`config.mk`:
```
export PLATFORM = sky130hd
export DESIGN_NAME = gpio_port_with_config_lock_core
export DESIGN_NICKNAME = d
export VERILOG_FILES = /design/src/hw/rtl/gpl_pkg.sv /design/src/hw/rtl/gpio_port_with_config_lock_core.sv
export SDC_FILE = /design/constraint.sdc
export NUM_CORES = 1
export LEC_CHECK = 0
export BUFFER_PORTS_ARGS = -buffer_cell sky130_fd_sc_hd__buf_2
export CORE_MARGIN = 2
export CORE_UTILIZATION = 45
export DETAILED_ROUTE_END_ITERATION = 8
export PLACE_DENSITY = 0.71
export SETUP_SLACK_MARGIN = 0.05
export SLEW_MARGIN = 15
export SYNTH_ARGS = -nofsm -noshare
export SYNTH_HDL_FRONTEND = slang
export SYNTH_SLANG_ARGS = --single-unit
```
`constraint.sdc`:
```
create_clock -name clk -period 12.1 [get_ports clk]
set_input_delay 1.815 -clock clk [delete_from_list [all_inputs] [get_ports clk]]
set_output_delay 1.815 -clock clk [all_outputs]
set_load 0.05 [all_outputs]
```
`src/hw/rtl/gpl_pkg.sv`:
```
// ----------------------------------------------------------------------------
// gpl_pkg
// shared types, register codes and mask helpers for the 16-pin gpio port
// ----------------------------------------------------------------------------
`default_nettype none

package gpl_pkg;

  localparam int PINS = 16;
  localparam logic [15:0] PIN_MASK = 16'((32'd1 << PINS) - 32'd1);
  localparam int KEY_BIT = 16;

  localparam logic REQ_READ  = 1'b0;
  localparam logic REQ_WRITE = 1'b1;

  typedef enum logic [3:0] {
    REG_MODE     = 4'd0,
    REG_TYPE     = 4'd1,
    REG_SPEED    = 4'd2,
    REG_PULL     = 4'd3,
    REG_INPUT    = 4'd4,
    REG_OUTPUT   = 4'd5,
    REG_SETRESET = 4'd6,
    REG_LOCK     = 4'd7,
    REG_ALTLOW   = 4'd8,
    REG_ALTHIGH  = 4'd9
  } reg_sel_t;

  typedef enum logic [2:0] {
    SEQ_IDLE = 3'b001,
    SEQ_ONE  = 3'b010,
    SEQ_TWO  = 3'b100
  } lock_seq_t;

  typedef struct packed {
    logic        req_type;
    logic [3:0]  reg_sel;
    logic [31:0] write_data;
    logic [15:0] pin_levels;
  } gpl_in_t;

  typedef struct packed {
    logic [31:0] read_data;
    logic [15:0] pin_drive;
    logic        lock_active;
    logic        bad_access;
  } gpl_out_t;

  // one bit per pin
  function automatic logic [31:0] spread1(input logic [15:0] m);
    return {16'd0, m};
  endfunction

  // two bits per pin
  function automatic logic [31:0] spread2(input logic [15:0] m);
    logic [31:0] r;
    r = '0;
    for (int i = 0; i < 16; i++) begin
      r[2*i +: 2] = {2{m[i]}};
    end
    return r;
  endfunction

  // four bits per pin, eight pins
  function automatic logic [31:0] spread4(input logic [7:0] m);
    logic [31:0] r;
    r = '0;
    for (int i = 0; i < 8; i++) begin
      r[4*i +: 4] = {4{m[i]}};
    end
    return r;
  endfunction

endpackage

`default_nettype wire

```
`src/hw/rtl/gpio_port_with_config_lock_core.sv`:
```
// ----------------------------------------------------------------------------
// gpio_port_with_config_lock_core
// register interface of a 16-pin gpio port with a lock key sequence
// ----------------------------------------------------------------------------
// each input transaction is one register access (read or write of mode,
// type, speed, pull, input, output, setreset, lock, altlow or althigh).
// every access gives exactly one result transaction holding the read value,
// the output latch after the access, the lock state and a bad access flag.
// both channels use valid/ready. the access is decoded and applied to the
// register file in the cycle it is accepted; the result is registered and
// shown on out_*. throughput is one access per cycle while out_ready is
// high. a result register plus a skid register part the two sides: with
// the receiver stalled one further access is still taken, then in_ready
// drops until a result is delivered.
// synchronous active-low reset clears all configuration, the output latch,
// the lock and both result slots.
// ----------------------------------------------------------------------------
`default_nettype none

module gpio_port_with_config_lock_core
  import gpl_pkg::*;
(
  input  wire logic     clk,
  input  wire logic     rst_n,
  input  wire logic     in_valid,
  output logic          in_ready,
  input  wire gpl_in_t  in_data,
  output logic          out_valid,
  input  wire logic     out_ready,
  output gpl_out_t      out_data
);

  logic [31:0] mode_r, speed_r, pull_r, altlo_r, althi_r;
  logic [15:0] type_r, latch_r, lmask_r;
  logic        lkey_r;
  lock_seq_t   lseq_r;

  logic [31:0] mode_nxt, speed_nxt, pull_nxt, altlo_nxt, althi_nxt;
  logic [15:0] type_nxt, latch_nxt, lmask_nxt;
  logic        lkey_nxt;
  lock_seq_t   lseq_nxt;

  gpl_out_t    res, out_r, skid_r;
  logic        out_vld_r, skid_vld_r;
  logic        acc;

  logic [15:0] kmask;
  logic [31:0] cur, vmask, kept, gval;
  logic        gblk;
  logic        key;
  logic [15:0] wmask;
  logic [15:0] wd_hi;

  assign acc      = in_valid && in_ready;
  assign in_ready = !skid_vld_r;
  assign kmask    = lkey_r ? (lmask_r & PIN_MASK) : 16'd0;
  assign key      = in_data.write_data[KEY_BIT];
  assign wmask    = in_data.write_data[15:0] & PIN_MASK;
  assign wd_hi    = in_data.write_data[31:16];

  // guarded write of the selected configuration register
  always_comb begin
    cur   = '0;
    vmask = '0;
    kept  = '0;
    case (in_data.reg_sel)
      REG_MODE: begin
        cur = mode_r; vmask = spread2(PIN_MASK); kept = spread2(kmask);
      end
      REG_TYPE: begin
        cur = {16'd0, type_r}; vmask = spread1(PIN_MASK); kept = spread1(kmask);
      end
      REG_SPEED: begin
        cur = speed_r; vmask = spread2(PIN_MASK); kept = spread2(kmask);
      end
      REG_PULL: begin
        cur = pull_r; vmask = spread2(PIN_MASK); kept = spread2(kmask);
      end
      REG_ALTLOW: begin
        cur = altlo_r; vmask = spread4(PIN_MASK[7:0]); kept = spread4(kmask[7:0]);
      end
      REG_ALTHIGH: begin
        cur = althi_r; vmask = spread4(PIN_MASK[15:8]); kept = spread4(kmask[15:8]);
      end
      default: begin
        cur = '0;
      end
    endcase
    gblk = |((cur ^ in_data.write_data) & vmask & kept);
    gval = (cur & kept) | (in_data.write_data & vmask & ~kept);
  end

  always_comb begin
    mode_nxt  = mode_r;
    type_nxt  = type_r;
    speed_nxt = speed_r;
    pull_nxt  = pull_r;
    altlo_nxt = altlo_r;
    althi_nxt = althi_r;
    latch_nxt = latch_r;
    lmask_nxt = lmask_r;
    lkey_nxt  = lkey_r;
    lseq_nxt  = lseq_r;
    res       = '0;
    if (in_data.req_type == REQ_WRITE) begin
      case (in_data.reg_sel)
        REG_MODE:     begin mode_nxt  = gval;        res.bad_access = gblk; end
        REG_TYPE:     begin type_nxt  = gval[15:0];  res.bad_access = gblk; end
        REG_SPEED:    begin speed_nxt = gval;        res.bad_access = gblk; end
        REG_PULL:     begin pull_nxt  = gval;        res.bad_access = gblk; end
        REG_ALTLOW:   begin altlo_nxt = gval;        res.bad_access = gblk; end
        REG_ALTHIGH:  begin althi_nxt = gval;        res.bad_access = gblk; end
        REG_INPUT:    res.bad_access = 1'b1;
        REG_OUTPUT:   latch_nxt = in_data.write_data[15:0] & PIN_MASK;
        REG_SETRESET: begin
          latch_nxt = ((latch_r & ~wd_hi) | in_data.write_data[15:0]) & PIN_MASK;
        end
        REG_LOCK: begin
          if (lkey_r) begin
            res.bad_access = 1'b1;
          end else if (lseq_r == SEQ_ONE && !key && wmask == lmask_r) begin
            lseq_nxt = SEQ_TWO;
          end else if (lseq_r == SEQ_TWO && key && wmask == lmask_r) begin
            lkey_nxt = 1'b1;
            lseq_nxt = SEQ_IDLE;
          end else begin
            lmask_nxt = wmask;
            lseq_nxt  = key ? SEQ_ONE : SEQ_IDLE;
          end
        end
        default: res.bad_access = 1'b0;
      endcase
    end else begin
      case (in_data.reg_sel)
        REG_MODE:    res.read_data = mode_r;
        REG_TYPE:    res.read_data = {16'd0, type_r};
        REG_SPEED:   res.read_data = speed_r;
        REG_PULL:    res.read_data = pull_r;
        REG_INPUT:   res.read_data = {16'd0, in_data.pin_levels & PIN_MASK};
        REG_OUTPUT:  res.read_data = {16'd0, latch_r};
        REG_LOCK:    res.read_data = {15'd0, lkey_r, lmask_r};
        REG_ALTLOW:  res.read_data = altlo_r;
        REG_ALTHIGH: res.read_data = althi_r;
        default:     res.read_data = '0;
      endcase
    end
    res.pin_drive   = latch_nxt;
    res.lock_active = lkey_nxt;
  end

  // register file
  always_ff @(posedge clk) begin
    if (!rst_n) begin
      mode_r  <= '0;
      type_r  <= '0;
      speed_r <= '0;
      pull_r  <= '0;
      altlo_r <= '0;
      althi_r <= '0;
      latch_r <= '0;
      lmask_r <= '0;
      lkey_r  <= 1'b0;
      lseq_r  <= SEQ_IDLE;
    end else if (acc) begin
      mode_r  <= mode_nxt;
      type_r  <= type_nxt;
      speed_r <= speed_nxt;
      pull_r  <= pull_nxt;
      altlo_r <= altlo_nxt;
      althi_r <= althi_nxt;
      latch_r <= latch_nxt;
      lmask_r <= lmask_nxt;
      lkey_r  <= lkey_nxt;
      lseq_r  <= lseq_nxt;
    end
  end

  // result register and skid slot
  always_ff @(posedge clk) begin
    if (!rst_n) begin
      out_vld_r  <= 1'b0;
      skid_vld_r <= 1'b0;
    end else begin
      if (!out_vld_r || out_ready) begin
        if (skid_vld_r) begin
          out_vld_r  <= 1'b1;
          skid_vld_r <= 1'b0;
        end else begin
          out_vld_r  <= acc;
        end
      end else if (acc) begin
        skid_vld_r <= 1'b1;
      end
    end
  end

  always_ff @(posedge clk) begin
    if (!out_vld_r || out_ready) begin
      if (skid_vld_r) begin
        out_r <= skid_r;
      end else if (acc) begin
        out_r <= res;
      end
    end else if (acc) begin
      skid_r <= res;
    end
  end

  assign out_valid = out_vld_r;
  assign out_data  = out_r;

endmodule

`default_nettype wire

```
==> flow_metrics.env, run 1 <==
export IMPL_outcome="complete, no violations"
export IMPL_detailedRoute_firstIterationViolations=1320
export IMPL_crit_path_max_fanout=58
export IMPL_cts_root_buf="clkbuf_16"
export IMPL_synth_warnings=0
export IMPL_cts_repair_timing_setup_buffer_count=0
export IMPL_path_cells="buf_4, buf_4, nor2b_2, buf_4, nor2_1, a21oi_1, nand2b_1, o22ai_1, a221oi_1, nand4_1, nor4b_2, o31ai_1"
export IMPL_critPathBufInv=3
export IMPL_mappedNetlistArea_um2=15400
export IMPL_hp_class="reg -> reg"
export IMPL_numClockSinks=314
export IMPL_clk_path_buf_depth=3
export IMPL_number_of_cells_produced_by_synthesis=1597
export IMPL_crit_path_start_kind="input port"
export IMPL_critical_path_arrival_ns=5.69
export IMPL_synth_net_count=1654
export IMPL_combinationalPowerShare_pct=8.7
export IMPL_ctsHoldBuffers=0
export IMPL_p_per_area_nw_per_um2=136
export IMPL_path_delay_family="buffers and inverters"
export IMPL_worst_slew_margin_rel_pct=22.7
export IMPL_number_of_cells_on_the_critical_path=12
export IMPL_ys_dominant_reg_cell="dfxtp_1"
export IMPL_synth_edff_count=100
export IMPL_synth_cell_type_count=72
export IMPL_synth_top_cells_by_area="dfxtp_1 (28%), edfxtp_1 (20%), nand2_1 (8.5%)"
export IMPL_wire_per_inst_um=21.8
export IMPL_ys_seq_area_share_pct=47.4
export IMPL_initial_core_util_pct=45.8
export IMPL_ios=109
export IMPL_yosys_top_cells_count="nand2_1 (347), dfxtp_1 (214), edfxtp_1 (100)"
export IMPL_report_final_setup_viol=0
export IMPL_dr_total_vias=12600
export IMPL_placement_rows=67
export IMPL_drt_pre_antenna_iters=6
export IMPL_syn_area_per_cell_um2=9.63
export IMPL_max_vdd_ir_drop_mv=0.110
export IMPL_first_pass_grt_wire_length_mm=70.5
export IMPL_synth_top_area_share_pct=27.8
export IMPL_yosysTopAreaCell="dfxtp_1"
export IMPL_pre_cts_ws_ns=6.30
export IMPL_die_area_um2=35700
export IMPL_syn2layout_area_growth_pct=11.7
export IMPL_wirelength_mm=46.1
export IMPL_floorplan_die_width_um=189
export IMPL_fin_ws_ns=6.66
export IMPL_number_of_cells_traversed_by_the_worst_register_to_register_path=7
export IMPL_rsz0062_at_grt="false"
export IMPL_coreArea_um2=33600
export IMPL_gp_congestion=0.966
export IMPL_p_switching_uw=584
export IMPL_grt_max_degree=134
export IMPL_finalWorstPathRequiredPeriod_ns=5.44
export IMPL_postSynthRegisterBits=314
export IMPL_post_cts_resize_count=0
export IMPL_hold_depth=2
export IMPL_asyncSetResetFlopFracSynth_pct=0
export IMPL_clock_skew_after_layout_ns=0.0130
export IMPL_min_period_over_period_pct=45.0
export IMPL_grt_use_total_pct=25.4
export IMPL_yosys_cell_count_top_type="nand2_1"
export IMPL_grt_pass1_vias=12000
export IMPL_p_sw_share_pct=25.0
export IMPL_worst_setup_path_end_kind="flip-flop"
export IMPL_drc_errors=0
export IMPL_clkLatencyLatePin_ns=0.51
export IMPL_chipHeight_um=189
export IMPL_htree_levels=2
export IMPL_cell_internal_pwr_uw=1750
export IMPL_ant_nets=0
export IMPL_cpPeakStageDelay_ns=0.82
export IMPL_worstPathRequired_ns=12.34
export IMPL_setup_total_negative_slack_ns=0
export IMPL_clkTransAtPathRegs_ns=0.06
export IMPL_finalHoldViolCount=0
export IMPL_post_route_cells_drive_above_1_share_pct=15.2
export IMPL_tritoncts="done"
export IMPL_pwr_share_clk_pct=43.5
export IMPL_p_leak_uw=0.00699
export IMPL_antenna_found_initial=0
export IMPL_layout_nets=1692
export IMPL_maxCapViolations=0
export IMPL_grt_overflow=0
export IMPL_fmax_mhz=184
export IMPL_report_final_slew_viol_count=0
export IMPL_via_per_inst=5.96
export IMPL_dp_final_hpwl_mm=30.9
export IMPL_seq_power_share_pct=47.8
export IMPL_critical_path_slowest_cell="buf_4"
export IMPL_kind_of_critical_path="in -> reg"
export IMPL_total_power_uw=2340
export IMPL_io_buffers=108
export IMPL_cts_inserted_buffers=34
export IMPL_max_slew_worst_pin_slew_ns=1.16
export IMPL_worst_path_most_repeated_cell="buf_4"
==> area by class of cell <==
cell class	count	area (µm²)
Sequential cell	314	7290
Clock buffer	49	1020
Timing Repair Buffer	126	684
Clock inverter	13	73.8
Tap cell	448	561
Multi-Input combinational cell	1153	7530
Inverter	6	22.5
Antenna cell	1	2.50
Fill cell	3018	16400
==> registers in the layout (all words and copies together), names as in the netlist <==
signal,count
out_data,50
lkey_r,1
lseq_r,3
type_r,16
althi_r,32
mode_r,32
out_valid,1
latch_r,16
pull_r,32
skid_r,50
skid_vld_r,1
altlo_r,32
speed_r,32
lmask_r,16
==> power by group through the flow <==
stage | clock network [µW] | registers [µW] | logic, µW
after floorplan | 0 | 1180 | 97.7
after global placement | 0 | 1140 | 200
after detailed placement | 0 | 1140 | 201
after CTS | 1030 | 1120 | 201
after global routing | 1070 | 1120 | 213
final | 1020 | 1120 | 204
==> layer usage <==
| metal | share of wire, % | GRT usage [%] | vias to the layer above | wire (µm) |
|---|---|---|---|---|
| met3 | 7.3 | 3.76 | 109 | 3380 |
| li1 | - | - | 5808 | - |
| met5 | 0 | 0 | - | 0 |
| met1 | 44 | 34.8 | 6110 | 20200 |
| met2 | 45 | 40.4 | 548 | 20800 |
| met4 | 3.8 | 10.5 | 0 | 1730 |
==> placed cells by master, fill, tap and decap left out, types with 8 or more instances in the layout <==
cell type,instances
mux2_2,32
a31oi_1,17
clkinv_2,9
clkbuf_16,37
dfxtp_1,214
o22ai_1,12
a21oi_1,50
xnor2_1,14
buf_2,106
nor2b_1,38
nor2_1,77
a21boi_0,96
o211a_1,84
nand2_1,347
a22oi_1,25
edfxtp_1,100
o31ai_1,25
o21ai_0,50
a22o_1,30
mux2i_1,92
nand3_1,8
buf_4,19
and2_1,8
xor2_1,34
==> worst register-to-register path: stages, from the launching register on <==
cell      delay, ns
dfxtp_1        0.78
nor2b_1        0.39
nand2b_1       0.42
o21ai_0        0.49
nor2_1         0.08
a211oi_1       0.92
nand2_1        0.10
a21boi_0       0.20
==> cell families after synthesis <==
group	Yosys count	share of synthesized area [%]
compound gates	449	22.3
xor+xnor	48	2.73
buf+inv	130	3.86
flops	314	47.4
mux	125	8.47
simple gates	531	15.2
==> worst paths after layout <==
check	endpoint	slack [ns]	start
max	out_data[0]	6.66	in_data[48]
min reg2reg	pull_r[6]	0.46	pull_r[6]
max reg2reg	type_r[9]	8.65	lkey_r
min	pull_r[6]	0.46	pull_r[6]
==> metrics by stage <==
stage | cells | utilization, % | hold slack, ns | cell area [µm²]
floorplan | 1597 | - | 0.435 | 15400
finish | 2110 | 51.1 | 0.465 | 17200
detailed placement | 2047 | 47.8 | 0.460 | 16100
CTS | 2109 | 51.1 | 0.468 | 17200
global route | 2109 | 51.1 | 0.488 | 17200
global placement | 2047 | 47.8 | 0.446 | 16100
No activity file was read; power rests on OpenSTA's default activity.
==> run 2, diff against run 1 <==
==> constraint.sdc (replaced) <==
create_clock -name clk -period 5.2 [get_ports clk]
set_input_delay 0.78 -clock clk [delete_from_list [all_inputs] [get_ports clk]]
set_output_delay 0.78 -clock clk [all_outputs]
set_load 0.05 [all_outputs]
==> flow_metrics.env, run 2 (synthesis results as in run 1) <==
export IMPL_critPathBufInv=2
export IMPL_gp_congestion=0.985
export IMPL_worst_setup_path_end_kind="flip-flop"
export IMPL_grt_overflow=0
export IMPL_clkTransAtPathRegs_ns=0.06
export IMPL_crit_path_max_fanout=29
export IMPL_kind_of_critical_path="in -> reg"
export IMPL_detailedRoute_firstIterationViolations=1299
export IMPL_wirelength_mm=46.6
export IMPL_min_period_over_period_pct=69.0
export IMPL_cts_root_buf="clkbuf_16"
export IMPL_grt_max_degree=104
export IMPL_initial_core_util_pct=45.8
export IMPL_max_vdd_ir_drop_mv=0.215
export IMPL_max_slew_worst_pin_slew_ns=1.11
export IMPL_rr_endpoint="altlo_r[9]"
export IMPL_most_common_cell_after_layout_fill_and_taps_aside="nand2_1"
export IMPL_startpoint_of_the_most_critical_register_to_register_path="lkey_r"
export IMPL_wire_per_inst_um=22.1
export IMPL_n_antenna_cell=0
export IMPL_fmax_mhz=279
export IMPL_cts_inserted_buffers=34
export IMPL_tritoncts="done"
export IMPL_drt_pre_antenna_iters=5
export IMPL_grt_pass1_vias=11800
export IMPL_worst_slew_margin_rel_pct=25.6
export IMPL_clock_skew_after_layout_ns=0.0211
export IMPL_hp_class="reg -> reg"
export IMPL_cts_repair_timing_setup_buffer_count=0
export IMPL_dp_final_hpwl_mm=32.0
export IMPL_finalWorstPathRequiredPeriod_ns=3.59
export IMPL_cpPeakStageDelay_ns=0.86
export IMPL_chipHeight_um=189
export IMPL_maxCapViolations=0
export IMPL_setup_total_negative_slack_ns=0
export IMPL_outcome="complete, no violations"
export IMPL_worst_r2r_setup_slack_ns=1.83
export IMPL_coreArea_um2=33600
export IMPL_p_leak_uw=0.00701
export IMPL_ctsHoldBuffers=0
export IMPL_layout_nets=1700
export IMPL_die_area_um2=35700
export IMPL_dr_total_vias=12700
export IMPL_drc_errors=0
export IMPL_rsz0062_at_grt="false"
export IMPL_floorplan_die_width_um=189
export IMPL_first_pass_grt_wire_length_mm=71.5
export IMPL_io_buffers=108
export IMPL_worstPathRequired_ns=5.63
export IMPL_antenna_found_initial=0
export IMPL_grt_use_total_pct=25.7
export IMPL_layout_common_cells="nand2_1 (347), dfxtp_1 (214), buf_2 (106)"
export IMPL_holdPathEnd="altlo_r[7]"
export IMPL_number_of_cells_traversed_by_the_worst_register_to_register_path=7
export IMPL_report_final_slew_viol_count=0
export IMPL_crit_path_start_kind="input port"
export IMPL_numClockSinks=314
export IMPL_finalHoldViolCount=0
export IMPL_via_per_inst=5.99
export IMPL_critical_path_slowest_cell="a211oi_1"
export IMPL_critical_path_arrival_ns=4.02
export IMPL_clkLatencyLatePin_ns=0.52
export IMPL_post_route_cells_drive_above_1_share_pct=15.3
export IMPL_syn2layout_area_growth_pct=11.9
export IMPL_clk_path_buf_depth=3
export IMPL_post_cts_resize_count=0
export IMPL_ant_nets=0
export IMPL_report_final_setup_viol=0
export IMPL_path_delay_family="compound AO/OA/AOI/OAI gates"
export IMPL_hold_depth=2
export IMPL_p_per_area_nw_per_um2=314
export IMPL_placement_rows=67
export IMPL_htree_levels=2
export IMPL_ios=109
export IMPL_utilization_pct=51.2
export IMPL_path_cells="buf_2, buf_4, nand2b_1, and2_1, a21oi_1, o21ai_0, nor2_1, a211oi_1, nand2_1, a21boi_0"
export IMPL_worstHoldStart="altlo_r[7]"
[run 2: per-stage QoR]
stage | hold WS [ns] | total power (µW) | setup slack (ns) | area (µm²) | instances
after floorplan | 0.435 | 2970 | 0.446 | 15400 | 1597
after global placement | 0.447 | 3120 | 1.24 | 16100 | 2055
after detailed placement | 0.454 | 3120 | 1.18 | 16100 | 2055
after CTS | 0.462 | 5410 | 1.71 | 17200 | 2113
after global routing | 0.481 | 5540 | 1.40 | 17200 | 2113
final | 0.458 | 5400 | 1.61 | 17200 | 2113
[run 2: worst max path at each step]
| stage | start | end | cells after the start |
|---|---|---|---|
| after floorplan | in_valid | skid_r[0] | 5 |
| final | in_data[49] | altlo_r[9] | 10 |
| after CTS | in_data[49] | altlo_r[9] | 10 |
| after global routing | in_data[49] | altlo_r[9] | 10 |
| after global placement | in_data[49] | altlo_r[9] | 10 |
| after detailed placement | in_data[51] | out_data[0] | 10 |
[run 2: area by class of cell]
class	instances	area, µm²
Clock inverter	11	90.1
Tap cell	448	561
Multi-Input combinational cell	1153	7530
Sequential cell	314	7290
Timing Repair Buffer	134	753
Clock buffer	47	961
Inverter	6	22.5
Fill cell	3045	16400
[run 2: routing by layer]
metal  vias to the layer above  part of all wire [%]  global-route usage [%]
met5                         -                     0                       0
li1                       5810                     -                       -
met1                      6188                    43                    35.6
met4                         0                   2.8                    8.29
met2                       590                    46                    41.0
met3                        79                   8.1                    4.32
[run 2: worst register-to-register path, stage by stage, from the launching register on]
cell and delay [ns]:
dfxtp_1 0.78, nor2b_1 0.39, nand2b_1 0.38, o21ai_0 0.51
nor2_1 0.08, a211oi_1 0.86, nand2_1 0.12, a21boi_0 0.18
[run 2: power breakdown]
group | internal (µW) | switching [µW]
clock | 1340 | 978
sequential | 2580 | 18.1
combinational | 130 | 351
total | 4050 | 1350
==> run 3, diff against run 2 <==
--- a/config.mk
+++ b/config.mk
@@ -5,11 +5,12 @@
 export SDC_FILE = /design/constraint.sdc
 export NUM_CORES = 1
 export LEC_CHECK = 0
+export ABC_AREA = 1
 export BUFFER_PORTS_ARGS = -buffer_cell sky130_fd_sc_hd__buf_2
 export CORE_MARGIN = 2
 export CORE_UTILIZATION = 45
 export DETAILED_ROUTE_END_ITERATION = 8
-export PLACE_DENSITY = 0.71
+export PLACE_DENSITY = 0.74
 export SETUP_SLACK_MARGIN = 0.05
 export SLEW_MARGIN = 15
 export SYNTH_ARGS = -nofsm -noshare
==> constraint.sdc (replaced) <==
create_clock -name clk -period 3.3 [get_ports clk]
set_input_delay 0.495 -clock clk [delete_from_list [all_inputs] [get_ports clk]]
set_output_delay 0.495 -clock clk [all_outputs]
set_load 0.05 [all_outputs]
==> flow_metrics.env, run 3 <==
export IMPL_finalHoldViolCount=0
export IMPL_grt_busiest_layer="met2"
export IMPL_cts_inserted_buffers=31
export IMPL_grt_util_met2_pct=42.1
export IMPL_maxCapViolations=0
export IMPL_layout_common_cells="nand2_1 (516), inv_1 (314), nor2_1 (310)"
export IMPL_grt_max_degree=71
export IMPL_number_of_cells_produced_by_synthesis=2241
export IMPL_ys_seq_area_share_pct=46.8
export IMPL_synthMuxAreaShare_pct=0
export IMPL_dp_final_hpwl_mm=34.8
export IMPL_worst_setup_path_end_kind="flip-flop"
export IMPL_syn2layout_area_growth_pct=14.5
export IMPL_synth_warnings=0
export IMPL_most_common_cell_after_layout_fill_and_taps_aside="nand2_1"
export IMPL_post_synth_fa_ha_maj_area_fraction_pct=0
export IMPL_startpoint_of_the_most_critical_register_to_register_path="lkey_r"
export IMPL_syn_area_per_cell_um2=6.94
export IMPL_detailedRoute_firstIterationViolations=1688
export IMPL_clock_skew_after_layout_ns=0.00733
export IMPL_io_buffers=108
export IMPL_placement_rows=68
export IMPL_combinational_family_with_the_most_area_after_synthesis="simple AND/OR/NAND/NOR gates"
export IMPL_postSynthRegisterBits=314
export IMPL_wirelength_mm=49.0
export IMPL_clkLatencyLatePin_ns=0.56
export IMPL_chipHeight_um=190
export IMPL_rsz0062_at_grt="false"
export IMPL_mappedNetlistArea_um2=15600
export IMPL_hp_class="in -> reg"
export IMPL_setup_total_negative_slack_ns=0
export IMPL_report_final_setup_viol=0
export IMPL_grt_overflow=0
export IMPL_max_slew_worst_pin_slew_ns=0.919
export IMPL_synth_top_cells_by_area="dfxtp_1 (28%), edfxtp_1 (19%), nand2_1 (12%)"
export IMPL_tritoncts="done"
export IMPL_synth_cell_type_count=28
export IMPL_layout_nets=2391
export IMPL_globalRouteMet1Util_pct=37.8
export IMPL_post_route_cell_area_um2=17800
export IMPL_worst_slew_margin_rel_pct=38.6
export IMPL_via_per_inst=5.38
export IMPL_utilization_pct=51.9
export IMPL_cts_root_buf="clkbuf_16"
export IMPL_numClockSinks=314
export IMPL_drt_pre_antenna_iters=7
export IMPL_total_power_uw=8500
export IMPL_htree_levels=1
export IMPL_yosysTopAreaCell="dfxtp_1"
export IMPL_coreArea_um2=34300
export IMPL_crit_path_start_kind="flip-flop"
export IMPL_wire_per_inst_um=17.4
export IMPL_floorplan_die_width_um=190
export IMPL_min_period_over_period_pct=80.0
export IMPL_drc_errors=0
export IMPL_grtUsageMet3_pct=3.03
export IMPL_grt_use_total_pct=26.8
export IMPL_ys_dominant_reg_cell="dfxtp_1"
export IMPL_die_area_um2=36100
export IMPL_critical_path_arrival_ns=3.07
export IMPL_p_leak_uw=0.00893
export IMPL_initial_core_util_pct=45.4
export IMPL_asyncSetResetFlopFracSynth_pct=0
export IMPL_placed_area_um2=16800
export IMPL_cts_repair_timing_setup_buffer_count=0
export IMPL_synthSimpleGateAreaFrac_pct=27.0
export IMPL_outcome="complete, no violations"
export IMPL_clk_path_buf_depth=3
export IMPL_dr_total_vias=15100
export IMPL_post_cts_resize_count=0
export IMPL_yosys_top_cells_count="nand2_1 (516), nor2_1 (319), inv_1 (315)"
export IMPL_fmax_mhz=379
export IMPL_ant_nets=0
export IMPL_synth_top_area_share_pct=27.5
export IMPL_first_pass_grt_wire_length_mm=76.2
export IMPL_ctsHoldBuffers=0
export IMPL_gp_congestion=0.941
export IMPL_max_vdd_ir_drop_mv=0.306
export IMPL_synth_net_count=2298
export IMPL_post_route_cells_drive_above_1_share_pct=10.4
export IMPL_timing_critical_path_from="lkey_r"
export IMPL_crit_path_max_fanout=25
export IMPL_antenna_found_initial=4
export IMPL_kind_of_critical_path="reg -> reg"
export IMPL_ios=109
export IMPL_yosys_cell_count_top_type="nand2_1"
export IMPL_report_final_slew_viol_count=0
export IMPL_synth_area_in_compound_gates_pct=14.7
export IMPL_synth_edff_count=100
export IMPL_synth_xor_area_share_pct=0.619
export IMPL_finalWorstPathRequiredPeriod_ns=2.64
export IMPL_clkTransAtPathRegs_ns=0.06
export IMPL_filler_cell_count=3361
export IMPL_worstHoldStart="in_data[24]"
export IMPL_grt_pass1_vias=13600
export IMPL_worstPathRequired_ns=3.73
export IMPL_p_per_area_nw_per_um2=477
## run 3: metal layers
| layer | vias to the layer above | routed length, µm |
|---|---|---|
| met5 | - | 0 |
| met4 | 0 | 1770 |
| met3 | 113 | 4170 |
| met2 | 718 | 21800 |
| met1 | 6974 | 21300 |
| li1 | 7344 | - |
## run 3: final timing paths
check                    end  slack (ns)  cells past startpoint
hold / removal    lmask_r[8]        0.27                      3
setup / recovery  pull_r[23]        0.66                      7
setup reg to reg  pull_r[23]        0.66                      7
hold reg to reg   lmask_r[7]        0.51                      2
## run 3: cell type report
class	count	area [µm²]	area share, %
clock inverters	12	129	0.724
diodes	4	10.0	0.0562
well taps	455	569	3.20
repair buffers	175	1080	6.07
clock buffers	45	881	4.95
flip-flops and latches	314	7290	40.9
multi-input cells	1488	6630	37.2
inverters	324	1220	6.84
## run 3: kinds of logic (layout without fill, tap and decap cells)
group | Yosys count | after routing
other | 0 | 4
buffers and inverters | 439 | 556
DFF | 314 | 314
AOI/OAI and AO/OA | 436 | 436
and+or+nand+nor | 1041 | 1041
xor gates and xnor gates | 11 | 11
## run 3: power breakdown
part / total [µW] / internal, µW / leakage, µW / switching, µW
clock: 3560 / 2070 / 0.000500 / 1500
sequential: 4130 / 4090 / 0.00271 / 39.8
combinational: 799 / 188 / 0.00573 / 611
total: 8500 / 6350 / 0.00893 / 2150
## run 3: stage by stage
step	worst slack, ns	hold slack, ns	cells
floorplan	0.629	0.470	2241
global placement	0.384	0.493	2756
detailed placement	0.387	0.505	2756
CTS	0.755	0.263	2813
global route	0.480	0.277	2817
finish	0.659	0.275	2817
## run 3: critical path: stages, from the launching register on
cell and delay, ns:
dfxtp_1 0.92, nand2_1 0.33, o22ai_1 0.23, inv_1 0.07, o21ai_0 0.20, inv_1 0.17
a31oi_1 0.45, a21oi_1 0.13
